--- src/rtl/ucd_pkg.sv ---
// Shared types, constants and byte-class functions of the UTF-8 code point decoder.
// Depends on nothing; used by every module of the block by scoped names.
package ucd_pkg;

  localparam int unsigned BYTE_W  = 8;
  localparam int unsigned CP_W    = 21;
  localparam int unsigned CNT_W   = 2;
  localparam int unsigned LEN_W   = 3;
  localparam int unsigned SEQ_MAX = 4;
  localparam int unsigned QDEPTH  = 2;
  localparam int unsigned QPTR_W  = 1;
  localparam int unsigned QCNT_W  = 2;

  localparam logic [BYTE_W-1:0] LEAD2_MASK = 8'hE0;
  localparam logic [BYTE_W-1:0] LEAD2_VAL  = 8'hC0;
  localparam logic [BYTE_W-1:0] LEAD3_MASK = 8'hF0;
  localparam logic [BYTE_W-1:0] LEAD3_VAL  = 8'hE0;
  localparam logic [BYTE_W-1:0] LEAD4_MASK = 8'hF8;
  localparam logic [BYTE_W-1:0] LEAD4_VAL  = 8'hF0;

  localparam logic [LEN_W-1:0] LEN1 = 3'd1;
  localparam logic [LEN_W-1:0] LEN2 = 3'd2;
  localparam logic [LEN_W-1:0] LEN3 = 3'd3;
  localparam logic [LEN_W-1:0] LEN4 = 3'd4;

  typedef struct packed {
    logic [SEQ_MAX-1:0][BYTE_W-1:0] bytes;
    logic [LEN_W-1:0]               n;
    logic                           fin;
  } ucd_entry_t;

  function automatic logic [LEN_W-1:0] seq_length(input logic [BYTE_W-1:0] b);
    logic [LEN_W-1:0] len;
    if ((b & LEAD2_MASK) == LEAD2_VAL) len = LEN2;
    else if ((b & LEAD3_MASK) == LEAD3_VAL) len = LEN3;
    else if ((b & LEAD4_MASK) == LEAD4_VAL) len = LEN4;
    else len = LEN1;
    return len;
  endfunction

  function automatic logic [CP_W-1:0] decode_seq(
    input logic [SEQ_MAX-1:0][BYTE_W-1:0] s,
    input logic [LEN_W-1:0]               len
  );
    logic [CP_W-1:0] cp;
    unique case (len)
      LEN2:    cp = {10'd0, s[0][4:0], s[1][5:0]};
      LEN3:    cp = {5'd0, s[0][3:0], s[1][5:0], s[2][5:0]};
      LEN4:    cp = {s[0][2:0], s[1][5:0], s[2][5:0], s[3][5:0]};
      default: cp = {13'd0, s[0]};
    endcase
    return cp;
  endfunction

endpackage

--- src/rtl/ucd_front.sv ---
// Front part: takes text bytes, holds the bytes of an open sequence and
// pushes a finished sequence or the end-of-text flush to the queue. Uses ucd_pkg.
module ucd_front (
  input  logic                         clk,
  input  logic                         rst_n,
  input  logic                         push,
  input  logic [ucd_pkg::BYTE_W-1:0]   text_byte,
  input  logic                         final_byte,
  output logic                         q_push,
  output ucd_pkg::ucd_entry_t          q_entry
);

  logic [ucd_pkg::CNT_W-1:0]  count_r, count_nxt;
  logic [2:0][ucd_pkg::BYTE_W-1:0] pend_r;
  logic [ucd_pkg::BYTE_W-1:0] lead;
  logic [ucd_pkg::LEN_W-1:0]  n;
  logic                       complete;

  always_comb begin
    for (int k = 0; k < ucd_pkg::SEQ_MAX - 1; k++) begin
      q_entry.bytes[k] = (k == int'(count_r)) ? text_byte : pend_r[k];
    end
    q_entry.bytes[ucd_pkg::SEQ_MAX-1] = text_byte;
    n        = {1'b0, count_r} + ucd_pkg::LEN1;
    lead     = (count_r == '0) ? text_byte : pend_r[0];
    complete = ucd_pkg::seq_length(lead) <= n;
    q_entry.n   = n;
    q_entry.fin = final_byte;
    q_push      = push && (final_byte || complete);
    count_nxt   = count_r;
    if (push) begin
      if (final_byte || complete) count_nxt = '0;
      else count_nxt = count_r + 2'd1;
    end
  end

  always_ff @(posedge clk) begin
    if (!rst_n) begin
      count_r <= '0;
    end else begin
      count_r <= count_nxt;
    end
  end

  // hold the byte of an open sequence
  always_ff @(posedge clk) begin
    if (push && !final_byte && !complete) begin
      pend_r[count_r] <= text_byte;
    end
  end

endmodule

--- src/rtl/ucd_queue.sv ---
// Two-entry queue of sequence jobs between front and back parts.
// Uses ucd_pkg for the entry type and depth.
module ucd_queue (
  input  logic                clk,
  input  logic                rst_n,
  input  logic                wr,
  input  ucd_pkg::ucd_entry_t wr_data,
  input  logic                rd,
  output ucd_pkg::ucd_entry_t rd_data,
  output logic                q_valid,
  output logic                q_full
);

  ucd_pkg::ucd_entry_t             slot_r [ucd_pkg::QDEPTH];
  logic [ucd_pkg::QPTR_W-1:0]      wptr_r, rptr_r;
  logic [ucd_pkg::QCNT_W-1:0]      cnt_r, cnt_nxt;

  assign rd_data = slot_r[rptr_r];
  assign q_valid = cnt_r != '0;
  assign q_full  = cnt_r == ucd_pkg::QCNT_W'(ucd_pkg::QDEPTH);

  always_comb begin
    cnt_nxt = cnt_r;
    if (wr && !rd) cnt_nxt = cnt_r + 2'd1;
    else if (rd && !wr) cnt_nxt = cnt_r - 2'd1;
  end

  always_ff @(posedge clk) begin
    if (!rst_n) begin
      wptr_r <= '0;
      rptr_r <= '0;
      cnt_r  <= '0;
    end else begin
      cnt_r <= cnt_nxt;
      if (wr) wptr_r <= wptr_r + 1'b1;
      if (rd) rptr_r <= rptr_r + 1'b1;
    end
  end

  always_ff @(posedge clk) begin
    if (wr) begin
      slot_r[wptr_r] <= wr_data;
    end
  end

endmodule

--- src/rtl/ucd_back.sv ---
// Back part: walks one queued job, one code point per beat, shifting out
// consumed bytes; raw lead when a sequence does not fit. Uses ucd_pkg.
module ucd_back (
  input  logic                       clk,
  input  logic                       rst_n,
  input  logic                       q_valid,
  input  ucd_pkg::ucd_entry_t        q_entry,
  output logic                       q_rd,
  input  logic                       pop,
  output logic                       empty,
  output logic [ucd_pkg::CP_W-1:0]   code_point,
  output logic                       run_last,
  output logic                       text_done
);

  logic                      valid_r, valid_nxt;
  ucd_pkg::ucd_entry_t       work_r, work_nxt;
  logic [ucd_pkg::LEN_W-1:0] len, use_len;
  logic                      last;

  always_comb begin
    len     = ucd_pkg::seq_length(work_r.bytes[0]);
    use_len = (len <= work_r.n) ? len : ucd_pkg::LEN1;
    last    = work_r.n == use_len;
    code_point = ucd_pkg::decode_seq(work_r.bytes, use_len);
    run_last   = last;
    text_done  = last && work_r.fin;
    empty      = !valid_r;
    q_rd       = q_valid && (!valid_r || (pop && last));
    valid_nxt  = valid_r;
    work_nxt   = work_r;
    if (q_rd) begin
      valid_nxt = 1'b1;
      work_nxt  = q_entry;
    end else if (valid_r && pop) begin
      if (last) begin
        valid_nxt = 1'b0;
      end else begin
        // advance past the consumed bytes
        work_nxt.bytes = work_r.bytes >> {use_len, 3'b000};
        work_nxt.n     = work_r.n - use_len;
      end
    end
  end

  always_ff @(posedge clk) begin
    if (!rst_n) begin
      valid_r <= 1'b0;
    end else begin
      valid_r <= valid_nxt;
    end
  end

  always_ff @(posedge clk) begin
    work_r <= work_nxt;
  end

endmodule

--- src/rtl/utf8_codepoint_decoder.sv ---
// UTF-8 code point decoder, top level: front, job queue and back part.
// A result goes through a queue slot and the back part's work register to the out_ ports.
// Throughput: one byte per cycle while full is low; a final byte in an open sequence
// flushes up to three results, one per popped cycle, as the back part has one output.
// Reset (rst_n low, synchronous) drops held bytes and empties queue and output.
module utf8_codepoint_decoder (
  input  logic                         clk,
  input  logic                         rst_n,
  input  logic                         push,
  output logic                         full,
  input  logic [ucd_pkg::BYTE_W-1:0]   in_text_byte,
  input  logic                         in_final_byte,
  output logic                         empty,
  input  logic                         pop,
  output logic [ucd_pkg::CP_W-1:0]     out_code_point,
  output logic                         out_run_last,
  output logic                         out_text_done
);

  logic                q_push, q_rd, q_valid, q_full;
  ucd_pkg::ucd_entry_t f_entry, q_head;

  assign full = q_full;

  ucd_front u_front (
    .clk        (clk),
    .rst_n      (rst_n),
    .push       (push && !q_full),
    .text_byte  (in_text_byte),
    .final_byte (in_final_byte),
    .q_push     (q_push),
    .q_entry    (f_entry)
  );

  ucd_queue u_queue (
    .clk     (clk),
    .rst_n   (rst_n),
    .wr      (q_push),
    .wr_data (f_entry),
    .rd      (q_rd),
    .rd_data (q_head),
    .q_valid (q_valid),
    .q_full  (q_full)
  );

  ucd_back u_back (
    .clk        (clk),
    .rst_n      (rst_n),
    .q_valid    (q_valid),
    .q_entry    (q_head),
    .q_rd       (q_rd),
    .pop        (pop),
    .empty      (empty),
    .code_point (out_code_point),
    .run_last   (out_run_last),
    .text_done  (out_text_done)
  );

endmodule
--- config.mk ---
export PLATFORM = sky130hd
export DESIGN_NAME = utf8_codepoint_decoder
export DESIGN_NICKNAME = d
export VERILOG_FILES = /design/src/rtl/ucd_pkg.sv /design/src/rtl/ucd_front.sv /design/src/rtl/ucd_queue.sv /design/src/rtl/ucd_back.sv /design/src/rtl/utf8_codepoint_decoder.sv
export SDC_FILE = /design/constraint.sdc
export NUM_CORES = 1
export LEC_CHECK = 0
export ABC_CLOCK_PERIOD_IN_PS = 5100
export BUFFER_PORTS_ARGS = -buffer_cell sky130_fd_sc_hd__buf_2
export CORE_AREA = 2 2 112 114
export CTS_CLUSTER_DIAMETER = 100
export DETAILED_ROUTE_END_ITERATION = 7
export DIE_AREA = 0 0 114 116
export PLACE_DENSITY_LB_ADDON = 0.25
export SYNTH_ARGS = -nofsm -noshare
export SYNTH_HDL_FRONTEND = slang
export SYNTH_SLANG_ARGS = --single-unit
--- constraint.sdc ---
create_clock -name clk -period 5.1 [get_ports clk]
set_clock_uncertainty 0.15 [all_clocks]
set_input_delay 0.765 -clock clk [delete_from_list [all_inputs] [get_ports clk]]
set_output_delay 0.765 -clock clk [all_outputs]
set_load 0.02 [all_outputs]
==> impl.org <==
** CTS
- In this run the deepest clock path goes through 2 buffers.
- TritonCTS built the clock tree.
- Buffers added to address setup during post-CTS repair amount to 0.
- The clock reaches the later pin of the worst-skew pair after roughly 410 ps.
- Clock tree synthesis inserted a total of 17 buffers.
- For this design, the sink count on the clock tree is 140.
- Post-CTS repair changed the size of 0 cells.
- Root Driver :: clkbuf_16
- Buffers inserted to repair hold after CTS numbered 0.
- Clock-pin slew was measured on the worst setup and hold paths at ~60 ps.
- The H-tree generated during clock tree synthesis spans 4 levels.

** Global routing
- The number of global-route vias before repair is between 3000 and 4000.
- After global routing the overflow that remains totals 0.
- Entering global routing, the biggest net connects 37 pins.
- The number of antenna violations at the first check in global routing is 0.
- Total routing resource utilization after global routing :: 0.2042
- The first global-routing pass estimated 20310 um of wire.

** Cells and area
- Of the cells placed in the final design, the portion with a size suffix greater than 1 is 0.2460.
- Registers take between 0.004 and 0.005 mm2.
- Leaving out fill and tap cells, the most frequent cells in the layout are edfxtp_1 (132), mux2i_1 (68), buf_2 (37), mux2_2 (35), a22oi_1 (22).
- The area growth from synthesis to layout is 15.70%.
- Fill cell total of the finished layout :: between 800 and 900
- In the final layout, the multi-input gates occupy ~0.0022 mm2.
- In the final design database the tool counted 518 nets.
- Diodes inserted :: 0
- Measured on the finished design, the core utilization comes to 0.6247.
- Leading cell type in the layout, fill and taps excluded :: edfxtp_1

** Floorplanning
- 38 I/O pins were placed.
- Standard-cell rows :: 40
- From left edge to right edge, the die measures approximately 110 um.
- Measured along the y axis, the die boundary spans approximately 120 um.
- The initial utilization of the core area, before any placement, comes to 0.5399.
- Core Region :: roughly 0.012 mm2
- Die Footprint :: around 0.013 mm2

** Worst setup path
- At the worst endpoint, the arrival time is ~4600 ps.
- For the worst setup path, the data required time is between 5000 and 6000 ps.
- Setup slack on the worst reg-to-reg path comes out at 560 ps.
- Critical setup path kind :: reg2reg
- Sort of element at the start of the critical path :: flip-flop
- Critical-path maximum fanout :: 19
- Startpoint of the most critical register-to-register path :: u_back.work_r[7]$_DFFE_PP_
- In this run the critical register-to-register path is captured at u_back.work_r[10]$_DFFE_PP_.
- Measured in cells, the most critical reg-to-reg path has a length of 15.
- STA classifies the critical path endpoint as a flip-flop.

** Hold path
- Critical hold path startpoint :: u_queue.rptr_r$_SDFFE_PN0N_
- Counting instances, the worst hold path has a depth of 2.
- The min-delay analysis places its worst path in the category reg2reg.
- Hold worst-path end :: u_queue.rptr_r$_SDFFE_PN0N_

** Synth
- The mapped netlist covers 0.006431 mm2.
- Adder-cell area share of the yosys netlist :: 0.02840
- The netlist uses 45 different library cells.
- Synthesis produced 441 cells.
- By area, the combinational part of the netlist is dominated by multiplexers.
- Register area share after synthesis :: 0.6412
- FF+latch count, synth :: between 100 and 150
- Compound-cell area share of the yosys netlist :: 0.06907
- Average cell area after synthesis :: 14.58 um2
- During synthesis, Yosys emitted a total of 0 warnings.
- Of the total synthesized cell area, the portion taken by XOR and XNOR cells is 0.008171.
- Of the total synthesized cell area, the portion taken by AND, OR, NAND and NOR gates is 0.06070.
- Synthesis produced a netlist with a net count of roughly 470.
- After synthesis, the share of cell area in mux cells is 0.1695.

** Flow run
- Number of max-capacitance violations reported :: 0

** Placed design
- The count of buffers added on input and output ports is 37.
- Placer's final routability congestion estimate :: 0.8742
- Once detailed placement completed, the half-perimeter wirelength came to about 8500 um.

** STA
- Setup total negative slack on the finished layout was measured at 0 ps.
- The count of endpoints failing hold in the final timing report came to 0.
- Setup repair after global routing left no endpoint under its margin.
- Of the available clock period, the critical path in the final layout requires 0.8900.
- Final critical path time including I/O delays and setup :: 4539 ps
- Max-slew violation total from the final report :: 0
- At the pin with the least slew margin, the transition time is between 600 and 700 ps.
- Worst-case headroom to the max-slew limit :: 0.5742
- Final count of negative-setup-slack endpoints :: 0
- Max Fclk :: between 200 and 250 MHz

** Pwr
- In this run the static leakage power is 2.747 nW.
- Areal power density over the cells :: 664.3 mW/mm2
- Maximum vdd ir drop :: roughly 0.3 mV

** Route
- The final layout contains routed wiring with a total length of 12660 um.
- Number of routed nets with antenna violations :: 0
- Pre-antenna DRT Iters :: 5
- DRC violations left :: 0
- Routed via count divided by cell count :: 5.670
- Summing over every cut layer, the via total after detailed routing is 3691.
- DR WL/cell :: between 15 and 20 um
- For this block, the initial DRC count from the detailed router was ~360.

** Run status
- Result of the run :: finished, final reports clean
-- synthesized netlist by cell type (all sizes together) --
cell type,count,area [um2]
xor2,3,26.28
nand2,21,78.83
a311oi,1,8.760
nand3,6,30.03
a31oi,1,6.260
mux2i,68,680.7
nor4,1,6.260
a22o,6,52.55
a211oi,3,22.52
a32oi,1,8.760
clkinv,1,8.760
nor2,21,78.83
a22oi,22,165.2
and3b,1,8.760
ha,13,162.7
nor3b,1,7.510
a21oi,9,45.04
or4,1,7.510
a31o,1,8.760
a2bb2oi,1,8.760
clkbuf,14,52.55
xnor2,3,26.28
and2,4,25.02
or3,3,23.77
nor2b,4,25.02
mux2,36,409.1
o22ai,2,12.51
and3,6,37.54
buf,4,30.02
inv,15,56.30
fa,1,20.02
o21a,1,7.510
nor3,5,36.29
a21o,3,22.52
edfxtp,132,3964
nand2b,4,25.02
o21ai,13,65.06
a221o,1,10.01
dfxtp,8,160.2
-- report_power, final --
group          switching [mW]  total (mW)  internal (mW)
clock network           0.461        1.28          0.816
registers               0.188        1.86           1.67
logic                    1.09        1.81          0.723
total                    1.74        4.94           3.21
-- final cells by class --
type / count / share of cell area
sequential: 140 / 0.5544
multi-input combinational: 267 / 0.2916
clock buffer: 17 / 0.05717
timing repair buffer: 49 / 0.03699
clock inverter: 15 / 0.02640
tap: 147 / 0.02472
inverter: 16 / 0.008744
-- flip-flops by register name, summed over array words and instances (netlist names), named ones only --
name             flops
u_back.valid_r       1
u_back.work_r       36
u_front.count_r      2
u_front.pend_r      24
u_queue.cnt_r        2
u_queue.rptr_r       1
u_queue.slot_r      72
u_queue.wptr_r       1
-- logic make-up (layout without fill, tap and decap cells) --
logic type | after synthesis | count (layout)
DFF | 140 | 140
muxes | 104 | 104
and+or+nand+nor | 78 | 78
AOI/OAI and AO/OA | 65 | 65
buffers and inverters | 34 | 97
adders and majority gates | 14 | 14
xor gates and xnor gates | 6 | 6
-- worst max-delay path by stage --
stage	from	to	slack (ps)	depth (start not counted)
6_report	u_back.work_r[7]$_DFFE_PP_	u_back.work_r[10]$_DFFE_PP_	560	15
5_1_grt	u_back.work_r[8]$_DFFE_PP_	u_back.work_r[18]$_DFFE_PP_	300	16
4_1_cts	u_back.work_r[7]$_DFFE_PP_	u_back.work_r[10]$_DFFE_PP_	600	15
3_5_place_dp	u_back.work_r[7]$_DFFE_PP_	u_back.work_r[10]$_DFFE_PP_	620	15
3_3_place_gp	u_back.work_r[7]$_DFFE_PP_	u_back.work_r[16]$_DFFE_PP_	710	15
2_1_floorplan	u_back.work_r[7]$_DFFE_PP_	u_back.work_r[1]$_DFFE_PP_	300	13
-- through the flow --
step                hold slack, ps  setup slack (ps)  power [mW]  area [um2]  std cells
global placement             313.9             710.9       3.630        6819        619
CTS                          351.2             602.9       4.962        7441        651
floorplan                    301.6             302.2       3.154        6431        441
global route                 361.4             299.1       5.226        7441        651
detailed placement           342.6             616.1       3.671        6819        619
finish                       345.7             561.2       4.943        7441        651
-- critical path, stage by stage (launching register included) --
cell,delay [ps]
edfxtp_1,490
or3_4,470
clkinv_4,90
ha_1,250
and3b_1,180
o21ai_0,150
buf_4,200
nand2_1,210
ha_1,350
nand2_1,110
or4_1,440
o22ai_1,240
nor3_4,130
inv_2,400
buf_4,290
mux2i_1,220
-- metal layers --
metal  track usage  vias up  part of all wire
met4       0.08130        0             0.012
met3       0.03975       11             0.030
met5             0        -                 0
li1              -     1796                 -
met1        0.2861     1791              0.48
met2        0.3179       93              0.48
(Power assumes the default switching activity.)
